--- src/wam_pkg.sv ---
// Shared types and constants for the weekday alarm matcher.
// Holds the payload structs, the item mode codes and the weekday mask helper.
// No dependencies.
`timescale 1ns / 1ps
`default_nettype none

package wam_pkg;

  localparam int ALARM_COUNT = 8;
  localparam int CMP_W       = 5;   // wide enough to compare indexes up to the largest table

  localparam int STAMP_W = 27;
  localparam logic [STAMP_W-1:0] STAMP_NEVER = '1;

  localparam logic [4:0] HOUR_MAX   = 5'd23;
  localparam logic [5:0] MINUTE_MAX = 6'd59;

  localparam logic [15:0] SNOOZE_RESET = 16'd300;

  // now / 60 == (now >> 2) / 15; ceil(2^34 / 15) is exact for 30-bit operands
  localparam int          RECIP_SHIFT = 34;
  localparam logic [30:0] RECIP_15    = 31'd1145324613;

  typedef enum logic [1:0] {
    MODE_TICK    = 2'd0,
    MODE_SNOOZE  = 2'd1,
    MODE_DISMISS = 2'd2,
    MODE_CONFIG  = 2'd3
  } mode_t;

  typedef struct packed {
    mode_t       mode;
    logic [31:0] epoch_sec;
    logic [4:0]  now_hour;
    logic [5:0]  now_minute;
    logic [2:0]  day_of_week;
    logic [2:0]  entry_sel;
    logic        set_enabled;
    logic [4:0]  set_hour;
    logic [5:0]  set_minute;
    logic        set_one_time;
    logic [6:0]  set_weekdays;
  } wam_in_t;

  typedef struct packed {
    logic       due_valid;
    logic [2:0] due_index;
    logic       save_request;
    logic       accepted;
    logic       indicator_active;
  } wam_out_t;

  // Sunday-first weekday number to Monday-first mask bit; seven folds onto Sunday
  function automatic logic [6:0] day_mask(input logic [2:0] dow);
    logic [6:0] m;
    case (dow)
      3'd0:    m = 7'b100_0000;
      3'd1:    m = 7'b000_0001;
      3'd2:    m = 7'b000_0010;
      3'd3:    m = 7'b000_0100;
      3'd4:    m = 7'b000_1000;
      3'd5:    m = 7'b001_0000;
      3'd6:    m = 7'b010_0000;
      default: m = 7'b100_0000;
    endcase
    return m;
  endfunction

endpackage

`default_nettype wire

--- src/weekday_alarm_matcher_with_snooze.sv ---
// Top level of the weekday alarm matcher with snooze.
// Uses wam_pkg for payload structs, mode codes and constants.
// Alarm table, snooze state and result register live here.
`timescale 1ns / 1ps
`default_nettype none

// Every item (tick, snooze, dismiss, configure) yields exactly one result, in the
// cycle after its transfer, from a single registered pass: all alarm entries
// compare in parallel against the tick time, and the minute stamp comes from
// one 30x31 multiply by a reciprocal of 15. A new item is taken every cycle
// while the result register is free or being drained; in_stall rises only
// when a finished result is held by out_stall. The snooze length register is
// written through cfg_wr_en / cfg_wr_data and resets to 300 seconds.
module weekday_alarm_matcher_with_snooze (
  input  wire logic             clk,
  input  wire logic             rst_n,
  input  wire logic             cfg_wr_en,
  input  wire logic [15:0]      cfg_wr_data,
  input  wire logic             in_valid,
  output logic                  in_stall,
  input  wire wam_pkg::wam_in_t in_data,
  output logic                  out_valid,
  input  wire logic             out_stall,
  output wam_pkg::wam_out_t     out_data
);

  localparam int N = wam_pkg::ALARM_COUNT;

  logic [15:0] snooze_sec_r;

  logic                        en_r    [N];
  logic [4:0]                  hour_r  [N];
  logic [5:0]                  min_r   [N];
  logic                        once_r  [N];
  logic [6:0]                  days_r  [N];
  logic [wam_pkg::STAMP_W-1:0] stamp_r [N];

  logic                        en_nxt    [N];
  logic [4:0]                  hour_nxt  [N];
  logic [5:0]                  min_nxt   [N];
  logic                        once_nxt  [N];
  logic [6:0]                  days_nxt  [N];
  logic [wam_pkg::STAMP_W-1:0] stamp_nxt [N];

  logic        snz_pend_r, snz_pend_nxt;
  logic [2:0]  snz_entry_r, snz_entry_nxt;
  logic [31:0] snz_dead_r, snz_dead_nxt;

  logic              out_valid_r, out_valid_nxt;
  wam_pkg::wam_out_t out_r, out_nxt;

  logic        accept;
  logic [60:0] prod;
  logic [wam_pkg::STAMP_W-1:0] stamp_now;
  logic [6:0]  dbit;
  logic [N-1:0] hit;
  logic [N-1:0] sel;
  logic        idx_ok;
  logic        cfg_ok;
  logic        snz_due;

  assign in_stall  = out_valid_r && out_stall;
  assign accept    = in_valid && !in_stall;
  assign out_valid = out_valid_r;
  assign out_data  = out_r;

  assign prod      = 61'(in_data.epoch_sec[31:2]) * 61'(wam_pkg::RECIP_15);
  assign stamp_now = prod[wam_pkg::RECIP_SHIFT +: wam_pkg::STAMP_W];
  assign dbit      = wam_pkg::day_mask(in_data.day_of_week);
  assign snz_due   = snz_pend_r && (in_data.epoch_sec >= snz_dead_r);

  always_comb begin
    for (int i = 0; i < N; i++) begin
      sel[i] = (wam_pkg::CMP_W'(in_data.entry_sel) == wam_pkg::CMP_W'(i));
      hit[i] = en_r[i] && (hour_r[i] == in_data.now_hour) &&
               (min_r[i] == in_data.now_minute) &&
               (once_r[i] || ((days_r[i] & dbit) != 7'd0)) &&
               (stamp_r[i] != stamp_now);
    end
  end

  assign idx_ok = |sel;
  assign cfg_ok = idx_ok && (in_data.set_hour <= wam_pkg::HOUR_MAX) &&
                  (in_data.set_minute <= wam_pkg::MINUTE_MAX);

  always_comb begin
    logic found;
    logic any_en;
    found         = 1'b0;
    any_en        = 1'b0;
    en_nxt        = en_r;
    hour_nxt      = hour_r;
    min_nxt       = min_r;
    once_nxt      = once_r;
    days_nxt      = days_r;
    stamp_nxt     = stamp_r;
    snz_pend_nxt  = snz_pend_r;
    snz_entry_nxt = snz_entry_r;
    snz_dead_nxt  = snz_dead_r;
    out_nxt       = out_r;
    out_nxt.due_valid    = 1'b0;
    out_nxt.due_index    = 3'd0;
    out_nxt.save_request = 1'b0;
    out_nxt.accepted     = 1'b1;

    case (in_data.mode)
      wam_pkg::MODE_TICK: begin
        if (snz_due) begin
          out_nxt.due_valid = 1'b1;
          out_nxt.due_index = snz_entry_r;
          snz_pend_nxt      = 1'b0;
          snz_entry_nxt     = 3'd0;
          snz_dead_nxt      = 32'd0;
        end else begin
          for (int i = 0; i < N; i++) begin
            if (hit[i]) begin
              stamp_nxt[i] = stamp_now;
              if (once_r[i]) begin
                en_nxt[i]            = 1'b0;
                out_nxt.save_request = 1'b1;
              end
              if (!found) begin
                found             = 1'b1;
                out_nxt.due_valid = 1'b1;
                out_nxt.due_index = 3'(i);
              end
            end
          end
        end
      end
      wam_pkg::MODE_SNOOZE: begin
        if (idx_ok) begin
          snz_pend_nxt  = 1'b1;
          snz_entry_nxt = in_data.entry_sel;
          snz_dead_nxt  = in_data.epoch_sec + {16'd0, snooze_sec_r};
        end
      end
      wam_pkg::MODE_DISMISS: begin
        snz_pend_nxt  = 1'b0;
        snz_entry_nxt = 3'd0;
        snz_dead_nxt  = 32'd0;
      end
      wam_pkg::MODE_CONFIG: begin
        if (cfg_ok) begin
          for (int i = 0; i < N; i++) begin
            if (sel[i]) begin
              en_nxt[i]    = in_data.set_enabled;
              hour_nxt[i]  = in_data.set_hour;
              min_nxt[i]   = in_data.set_minute;
              once_nxt[i]  = in_data.set_one_time;
              days_nxt[i]  = in_data.set_weekdays;
              stamp_nxt[i] = wam_pkg::STAMP_NEVER;
            end
          end
          // drop the snooze only when its own entry gets disabled
          if (snz_pend_r && (snz_entry_r == in_data.entry_sel) && !in_data.set_enabled) begin
            snz_pend_nxt = 1'b0;
          end
          out_nxt.save_request = 1'b1;
        end else begin
          out_nxt.accepted = 1'b0;
        end
      end
      default: begin
        out_nxt.accepted = 1'b1;
      end
    endcase

    for (int i = 0; i < N; i++) begin
      any_en = any_en | en_nxt[i];
    end
    out_nxt.indicator_active = snz_pend_nxt || any_en;
  end

  // hold a stalled result, load a new one on every input transfer
  assign out_valid_nxt = accept || (out_valid_r && out_stall);

  always_ff @(posedge clk) begin
    if (!rst_n) begin
      snooze_sec_r <= wam_pkg::SNOOZE_RESET;
      out_valid_r  <= 1'b0;
      snz_pend_r   <= 1'b0;
      snz_entry_r  <= 3'd0;
      snz_dead_r   <= 32'd0;
      for (int i = 0; i < N; i++) begin
        en_r[i]    <= 1'b0;
        stamp_r[i] <= wam_pkg::STAMP_NEVER;
      end
    end else begin
      if (cfg_wr_en) begin
        snooze_sec_r <= cfg_wr_data;
      end
      out_valid_r <= out_valid_nxt;
      if (accept) begin
        snz_pend_r  <= snz_pend_nxt;
        snz_entry_r <= snz_entry_nxt;
        snz_dead_r  <= snz_dead_nxt;
        en_r        <= en_nxt;
        stamp_r     <= stamp_nxt;
      end
    end
  end

  // table settings and result payload carry no reset
  always_ff @(posedge clk) begin
    if (accept) begin
      hour_r <= hour_nxt;
      min_r  <= min_nxt;
      once_r <= once_nxt;
      days_r <= days_nxt;
      out_r  <= out_nxt;
    end
  end

endmodule

`default_nettype wire

--- config.mk ---
export PLATFORM = sky130hd
export DESIGN_NAME = weekday_alarm_matcher_with_snooze
export DESIGN_NICKNAME = d
export VERILOG_FILES = /design/src/wam_pkg.sv /design/src/weekday_alarm_matcher_with_snooze.sv
export SDC_FILE = /design/constraint.sdc
export NUM_CORES = 1
export LEC_CHECK = 0
export BUFFER_PORTS_ARGS = -buffer_cell sky130_fd_sc_hd__buf_2
export CELL_PAD_IN_SITES_DETAIL_PLACEMENT = 1
export CELL_PAD_IN_SITES_GLOBAL_PLACEMENT = 2
export CORE_MARGIN = 4
export CORE_UTILIZATION = 45
export DETAILED_ROUTE_END_ITERATION = 12
export PLACE_DENSITY_LB_ADDON = 0.1
export SLEW_MARGIN = 40
export SYNTH_ARGS = -nofsm -noshare
export SYNTH_HDL_FRONTEND = slang
export SYNTH_SLANG_ARGS = --single-unit
export TNS_END_PERCENT = 50
--- constraint.sdc ---
create_clock -name clk -period 18.5 [get_ports clk]
set_input_delay 1.85 -clock clk [delete_from_list [all_inputs] [get_ports clk]]
set_output_delay 1.85 -clock clk [all_outputs]
set_load 0.02 [all_outputs]
# --- After elaboration in Yosys (flattened, before gate mapping) ---
# Cells that the tools add are included.
classes:
  add_sub_neg: 1
  multipliers: 1
  magnitude_cmp: 3
  eq_ne: 61
  mux: 108
  bitwise: 15
  reduce_logical: 81
ops:
  columns: ["op", "count"]
  rows:
  - ["$mux W216", 2]
  - ["$mux W27", 16]
  - ["$pmux W216 S2", 1]
  - ["$ne A27 B27 Y1", 8]
  - ["$pmux W32 S3", 1]
  - ["$mux W32", 2]
  - ["$mul A30 B31 Y61 const B", 1]
  - ["$mux W1", 59]
  - ["$and A7 B7 Y7", 8]
  - ["$reduce_bool A7 Y1", 8]
  - ["$mux W5", 10]
  - ["$eq A6 B6 Y1", 8]
  - ["$reduce_and A6 Y1", 8]
  - ["$pmux W7 S6", 1]
  - ["$eq A5 B5 Y1", 8]
  - ["$ne A2 B2 Y1 const B", 20]
  - ["$logic_and A1 B1 Y1", 39]
  - ["$reduce_and A4 Y1", 9]
  - ["$add A32 B16 Y32", 1]
  - ["$ge A32 B32 Y1", 1]
  - ["$mux W4", 8]
  - ["$eq A3 B3 Y1 const B", 7]
  - ["$mux W8", 2]
  - ["$pmux W8 S2", 1]
  - ["other kinds (19)", 41]
totals:
  ff_bits: 436
  inputBits: 92
  out_inout_bits: 9
  word_cells: 328

# --- Logic depth before layout (Yosys ltp) ---
# Gate-level depths: netlist of the first run.
logic_depth:
  word_depth: 32
  depth_mapped: 32
  ltp_nobuf: 27

# --- Worst setup path after synthesis of the first run ---
# No wires, ideal clock.
synth_path:
  path_type: "input to register"
  from: "in in_data[66] (netlist bit)"
  to: "reg stamp_r[33] (netlist bit)"
  arrival_time_ns: 8.783
  t_required_ns: 18.371
  path_slack_ns: 9.588
  cell_stages: 28
  path_buffers: 3
  path_cell_list: "ha_1 -> fa_1 -> inv_1 -> fa_1 -> inv_1 -> fa_1 -> inv_1 -> fa_1 -> inv_1 -> fa_1 -> ha_1 -> ha_1 -> clkbuf_2 -> nand4_1 -> nor4_1 -> or3b_4 -> a211oi_4 -> xor2_1 -> or4_1 -> a2111oi_0 -> and4_1 -> a31oi_2 -> nor2_1 -> a211o_1 -> buf_4 -> buf_6 -> mux2i_1 -> nand2_1"
synth_between:
  elab_chain_len: 5
  word_cells_on_any_way: 11
  cone_classes: "mul: 1; order compare: 1; eq/ne: 3; mux: 3; reduce/logical: 3"
synth_rtl:
  columns: ["element", "line", "text"]
  rows:
  - ["start: declaration", "weekday_alarm_matcher_with_snooze.sv:21", "input wire wam_pkg::wam_in_t in_data,"]
  - ["$mul A30 B31 Y61", "weekday_alarm_matcher_with_snooze.sv:67", "assign prod = 61'(in_data.epoch_sec[31:2]) * 61'(wam_pkg::RECIP_15);"]
  - ["$ne A27 B27 Y1", "weekday_alarm_matcher_with_snooze.sv:78", "(stamp_r[i] != stamp_now);"]
  - ["$logic_and A1 B1 Y1", "weekday_alarm_matcher_with_snooze.sv:77", "(once_r[i] || ((days_r[i] & dbit) != 7'd0)) &&"]
  - ["$ne A2 B2 Y1 (no source line)", null, null]
  - ["$reduce_and A6 Y1 (no source line)", null, null]
  - ["end signal: indexed assignment", "weekday_alarm_matcher_with_snooze.sv:187", "stamp_r[i] <= wam_pkg::STAMP_NEVER;"]
  - ["end signal: assignment", "weekday_alarm_matcher_with_snooze.sv:199", "stamp_r <= stamp_nxt;"]
  - ["end: declaration", "weekday_alarm_matcher_with_snooze.sv:36", "logic [wam_pkg::STAMP_W-1:0] stamp_r [N];"]
# Parallel ways exist; a longest one is shown, timed or not. The select of a mux whose other input is x is not followed.
# A chain may end at the register's enable or synchronous reset.

# --- Final worst setup path of the first run ---
layout_path:
  from: "in in_data[64] (netlist bit)"
  to: "reg stamp_r[35] (netlist bit)"
# The elaborated chain is that of the path after synthesis.

==> flow_metrics.tcl, run 1 <==
set metrics [dict create \
    first_pass_iters 5 \
    viasPerCell 6.08 \
    crit_path_end "stamp_r[35]$_SDFFE_PN1P_" \
    cp_common_cell "fa_1" \
    crit_required_ns 18.95 \
    clock-sinks 436 \
    grt_start_max_net_pins 105 \
    slew_headroom_pct 39.8 \
    fin_tns_setup_ns 0 \
    cp_slowest_cell "ha_1" \
    hp-start "snz_dead_r[25]$_SDFFE_PN0P_" \
    cp_max_fo 27 \
    max_cap_violations 0 \
    synth_edf_count 159 \
    r2r_end "stamp_r[77]$_SDFFE_PN1P_" \
    hold_viol_final 0 \
    max_freq_mhz 90.0 \
    worstSetupPathType "in2reg" \
    synthArstFlopShare_pct 0 \
    start_util_pct 45.4 \
    multi_input_area_um2 21600 \
    synth_flop_cell "dfxtp_1" \
    die_h_um 282 \
    clk_latency_ns 0.63 \
    routedWlPerCell_um 27.2 \
    period_needed_ns 11.11 \
    htreeDepth 2 \
    synth-seq-cells 436 \
    io_pins 101 \
    skew_ns 0.0507 \
    r2r-start "stamp_r[73]$_SDFFE_PN1P_" \
    hold_class "reg2reg" \
    critical-path-top-delay-family "adder cells" \
    end_kind "flip-flop" \
    antenna_found_initial 8 \
    cts_resized 0 \
    postCtsHoldBufs 0 \
    syn_avg_cell_area_um2 9.53 \
    drc 0 \
    cts.clk_slew.worst_paths_ns 0.06 \
    core_area_um2 74400 \
    drv_slew 0 \
    vias 27800 \
    die_area_um2 79500 \
    numPortBuffers 100 \
    synth_nets 4087 \
    max_stage_delay_ns 0.79 \
    rrSetupSlack_ns 13.23 \
    cts_root_buf "clkbuf_16" \
    area_delta_synth_final_pct 8.93 \
    cts_inserted_buffers 51 \
    syn_area_um2 33800 \
    grt_pass1_vias 28600 \
    finalCritPeriodShare_pct 60.0 \
    die_x_um 282 \
    row_count 100 \
    drive_above_1_share_pct 9.23 \
    fin_util_pct 49.4 \
    crit_start "in_data[64]" \
    grt_pass1_wl_um 183000 \
    wl_um 124000 \
    fillers 8392 \
    start_kind "input port" \
    reg2reg_depth 15 \
    dpl.hpwl_um 97000 \
    synthTopCellsByCount "nand2_1 (399), ha_1 (325), inv_1 (304)" \
    finalSetupViolations 0 \
    yosysTopAreaCellShare_pct 16.4 \
    ant_nets 0 \
    syn-instance-count 3546 \
    gr-total-overflow 0 \
    critPathArrivalTime_ns 11.56 \
    synth.distinct_cells 107 \
    crit_buf_inv 6 \
    rsz0062_at_grt "false" \
    place.gp.congestion 0.985 \
    worst_slew_pin_slew_ns 0.891 \
    post_cts_buffers 0 \
    cts_max_path_buffers 3 \
    ys_warn_count 0 \
    drt-initial-drc-count 2014 \
    seqCellArea_um2 10300 \
    nNetsFinal 4097 \
    cts_tree "built" \
    grt_usage_pct 30.6 \
    yosys.area.top_type "dfxtp_1" \
    synthTopCellsByArea "dfxtp_1 (16%), edfxtp_1 (14%), ha_1 (12%)" \
    yosysMostFrequentCell "nand2_1" \
    status "finished, final reports clean" \
    critical_path_depth 27 \
    yosysSeqAreaShare_pct 30.5 \
]
==> tightest hold or removal path, cell delays in order, from the launching register on <==
cell and delay, ns:
dfxtp_1 0.32, nand2_1 0.05, o21ai_0 0.05
==> how the worst min path moves through the flow <==
| stage | to | depth (start not counted) |
|---|---|---|
| 6_report | snz_dead_r[25]$_SDFFE_PN0P_ | 2 |
| 5_1_grt | snz_dead_r[11]$_SDFFE_PN0P_ | 2 |
| 4_1_cts | snz_dead_r[25]$_SDFFE_PN0P_ | 2 |
| 3_5_place_dp | snz_dead_r[25]$_SDFFE_PN0P_ | 2 |
| 3_3_place_gp | snz_dead_r[19]$_SDFFE_PN0P_ | 2 |
| 2_1_floorplan | snz_dead_r[15]$_SDFFE_PN0P_ | 2 |
==> registers in the layout (all words and copies together), names as in the netlist <==
signal        count
snz_entry_r       3
out_valid         1
snooze_sec_r     16
en_r              8
hour_r           40
stamp_r         216
snz_dead_r       32
snz_pend_r        1
out_data          7
min_r            48
once_r            8
days_r           56
==> cell type report <==
class / count / share of cell area (%)
inverters: 304 / 3.10
clock inverters: 14 / 0.530
diodes: 6 / 0.0408
clock buffers: 79 / 4.05
repair buffers: 146 / 2.32
multi-input cells: 2617 / 58.6
well taps: 969 / 3.29
flip-flops and latches: 436 / 28.0
==> routing by layer <==
layer / global-route usage (%) / share of wire [%] / wire [µm] / vias up
met4: 9.77 / 3.2 / 3960 / 4
li1: - / - / - / 12600
met3: 5.37 / 6.5 / 8070 / 196
met5: 0 / 0.018 / 22 / -
met2: 50.3 / 47 / 58300 / 796
met1: 41.3 / 43 / 54100 / 14200
==> kinds of logic (layout without fill, tap and decap cells) <==
group                      Yosys count  in the layout  synth area share [%]
and+or+nand+nor                   1001           1001                  14.8
adders and majority gates          449            449                  19.4
buffers and inverters              493            543                  5.97
other                                0              6                     0
DFF                                436            436                  30.5
AOI/OAI and AO/OA                  578            578                  11.7
muxes                              264            264                  7.93
xor gates and xnor gates           325            325                  9.65
==> cells in the final DEF (no fill, tap or decap), drive strengths merged, types with 35 or more instances in the layout <==
cell / instances
ha: 325
fa: 124
nor3: 69
xnor2: 202
xor2: 96
o21ai: 115
a21o: 43
clkbuf: 80
buf: 145
a21oi: 136
nand2: 400
mux2i: 245
edfxtp: 159
inv: 304
nand4: 95
dfxtp: 277
nor2: 130
o211ai: 35
nand3: 81
==> through the flow <==
step	hold WS [ns]	area (µm²)	cells	setup WS, ns
6_report	0.454	36800	4571	7.39
5_1_grt	0.474	36800	4568	7.23
4_1_cts	0.460	36800	4565	7.55
3_5_place_dp	0.447	35100	4472	6.92
3_3_place_gp	0.435	35000	4471	6.79
2_1_floorplan	0.425	33800	3546	9.59
Power of run 1 is not shown: default switching activity piles up to over one toggle a cycle in this logic, so the estimate is an artifact.
==> run 2, diff against run 1 <==
- CORE_UTILIZATION: 45 -> 42
- clock period: 18.5 -> 11.48 ns (I/O delays scaled with it)
==> run 2 against run 1 <==
Against the previous run:
- clock skew grew 0.038 ns
- via count shrank 0.75%
- worst setup slack lost 6.2 ns
- worst hold slack is essentially flat
- register-to-register slack lost 6.8 ns
==> flow_metrics.tcl, run 2 (synthesized netlist as in run 1, its figures left out) <==
set metrics [dict create \
    status "finished, final reports clean" \
    hp-start "snz_dead_r[11]$_SDFFE_PN0P_" \
    grtUsageMet3_pct 3.47 \
    numPortBuffers 100 \
    cts_max_path_buffers 3 \
    fin_worst_hold_slack_ns 0.454 \
    end_kind "flip-flop" \
    pre_cts_ws_ns 0.732 \
    cp_max_fo 27 \
    start_kind "input port" \
    met2_usage_pct 48.7 \
    crit_required_ns 11.92 \
    cts.clk_slew.worst_paths_ns 0.06 \
    start_util_pct 42.6 \
    core_area_um2 79400 \
    rsz0062_at_grt "false" \
    postCtsHoldBufs 0 \
    drt-initial-drc-count 2111 \
    dpl-instance-area_um2 35300 \
    grt_pass1_wl_um 189000 \
    die_h_um 292 \
    vias 27600 \
    finalCritPeriodShare_pct 90.0 \
    cts_tree "built" \
    drv_slew 0 \
    worst_slew_pin_slew_ns 0.957 \
    fin_area_um2 37100 \
    top_register "stamp_r" \
    max_cap_violations 0 \
    row_count 103 \
    period_needed_ns 10.33 \
    viasPerCell 5.91 \
    htreeDepth 2 \
    clock-sinks 436 \
    grt_pass1_vias 29000 \
    grt_start_max_net_pins 84 \
    cts_root_buf "clkbuf_16" \
    antenna_found_initial 2 \
    hold_class "reg2reg" \
    dpl.hpwl_um 97700 \
    die_x_um 292 \
    max_freq_mhz 96.8 \
    fin_tns_setup_ns 0 \
    hold_viol_final 0 \
    gr-total-overflow 0 \
    layout_common_cells "nand2_1 (399), ha_1 (325), inv_1 (304)" \
    first_pass_iters 6 \
    post_cts_buffers 0 \
    wl_um 126000 \
    slew_headroom_pct 35.7 \
    grt_usage_pct 28.9 \
    met1_usage_pct 39.8 \
    place.gp.congestion 0.932 \
    drive_above_1_share_pct 9.81 \
    area_delta_synth_final_pct 9.83 \
    busiest_layer "met2" \
    crit_start "in_data[64]" \
    finalSetupViolations 0 \
    io_pins 101 \
    worst_slack_ns 1.15 \
    r2r-start "stamp_r[73]$_SDFFE_PN1P_" \
    skew_ns 0.0887 \
    die_area_um2 85000 \
    drc 0 \
    largest_reg_flops 216 \
    nNetsFinal 4111 \
    layout_commonest_cell "nand2_1" \
    critPathArrivalTime_ns 10.77 \
    worstSetupPathType "in2reg" \
    cts_inserted_buffers 52 \
    ant_nets 0 \
    cts_resized 0 \
    clk_latency_ns 0.66 \
    routedWlPerCell_um 27.0 \
    largestRegisters "stamp_r x216, days_r x56, min_r x48" \
]
run 2: stage by stage:
step | util [%] | cells
after floorplan | - | 3546
after global placement | 44.4 | 4565
after detailed placement | 44.5 | 4566
after CTS | 46.7 | 4659
after global routing | 46.7 | 4660
final | 46.7 | 4660
run 2: critical path, stage by stage:
cell and delay, ns:
buf_2 0.16, ha_1 0.37, inv_1 0.08, fa_1 0.43, fa_1 0.62, inv_1 0.13, fa_1 0.52, inv_1 0.06
fa_1 0.45, fa_1 0.51, inv_1 0.05, ha_1 0.27, ha_1 0.78, nand4_1 0.41, nor4_2 0.59, or3b_4 0.51
a211oi_4 0.66, xor2_1 0.12, or4_1 0.65, a2111oi_0 0.42, and4_1 0.41, a31oi_2 0.26, nor2_1 0.15, a211o_1 0.11
buf_4 0.47, mux2i_1 0.25, nand2_1 0.07
run 2: final timing paths:
kind	endpoint	slack (ns)	depth (start not counted)
worst max-delay path	stamp_r[29]$_SDFFE_PN1P_	1.15	27
worst min-delay path	snz_dead_r[11]$_SDFFE_PN0P_	0.45	2
worst max register to register	stamp_r[59]$_SDFFE_PN1P_	6.42	17
worst min register to register	snz_dead_r[11]$_SDFFE_PN0P_	0.45	2
run 2: cell type report:
cell class,instances,area [µm²]
diodes,1,2.50
clock buffers,75,1520
clock inverters,18,225
fillers,8989,42300
inverters,304,1140
multi-input cells,2617,21600
flip-flops and latches,436,10300
well taps,1050,1310
repair buffers,159,986
run 2: layer usage:
layer  vias to the layer above  part of all wire [%]
met4                         2                   2.5
met1                     14100                    44
met3                       158                   5.0
li1                      12600                     -
met5                         -                 0.010
met2                       704                    48
Power of run 2 is left out for the same reason.
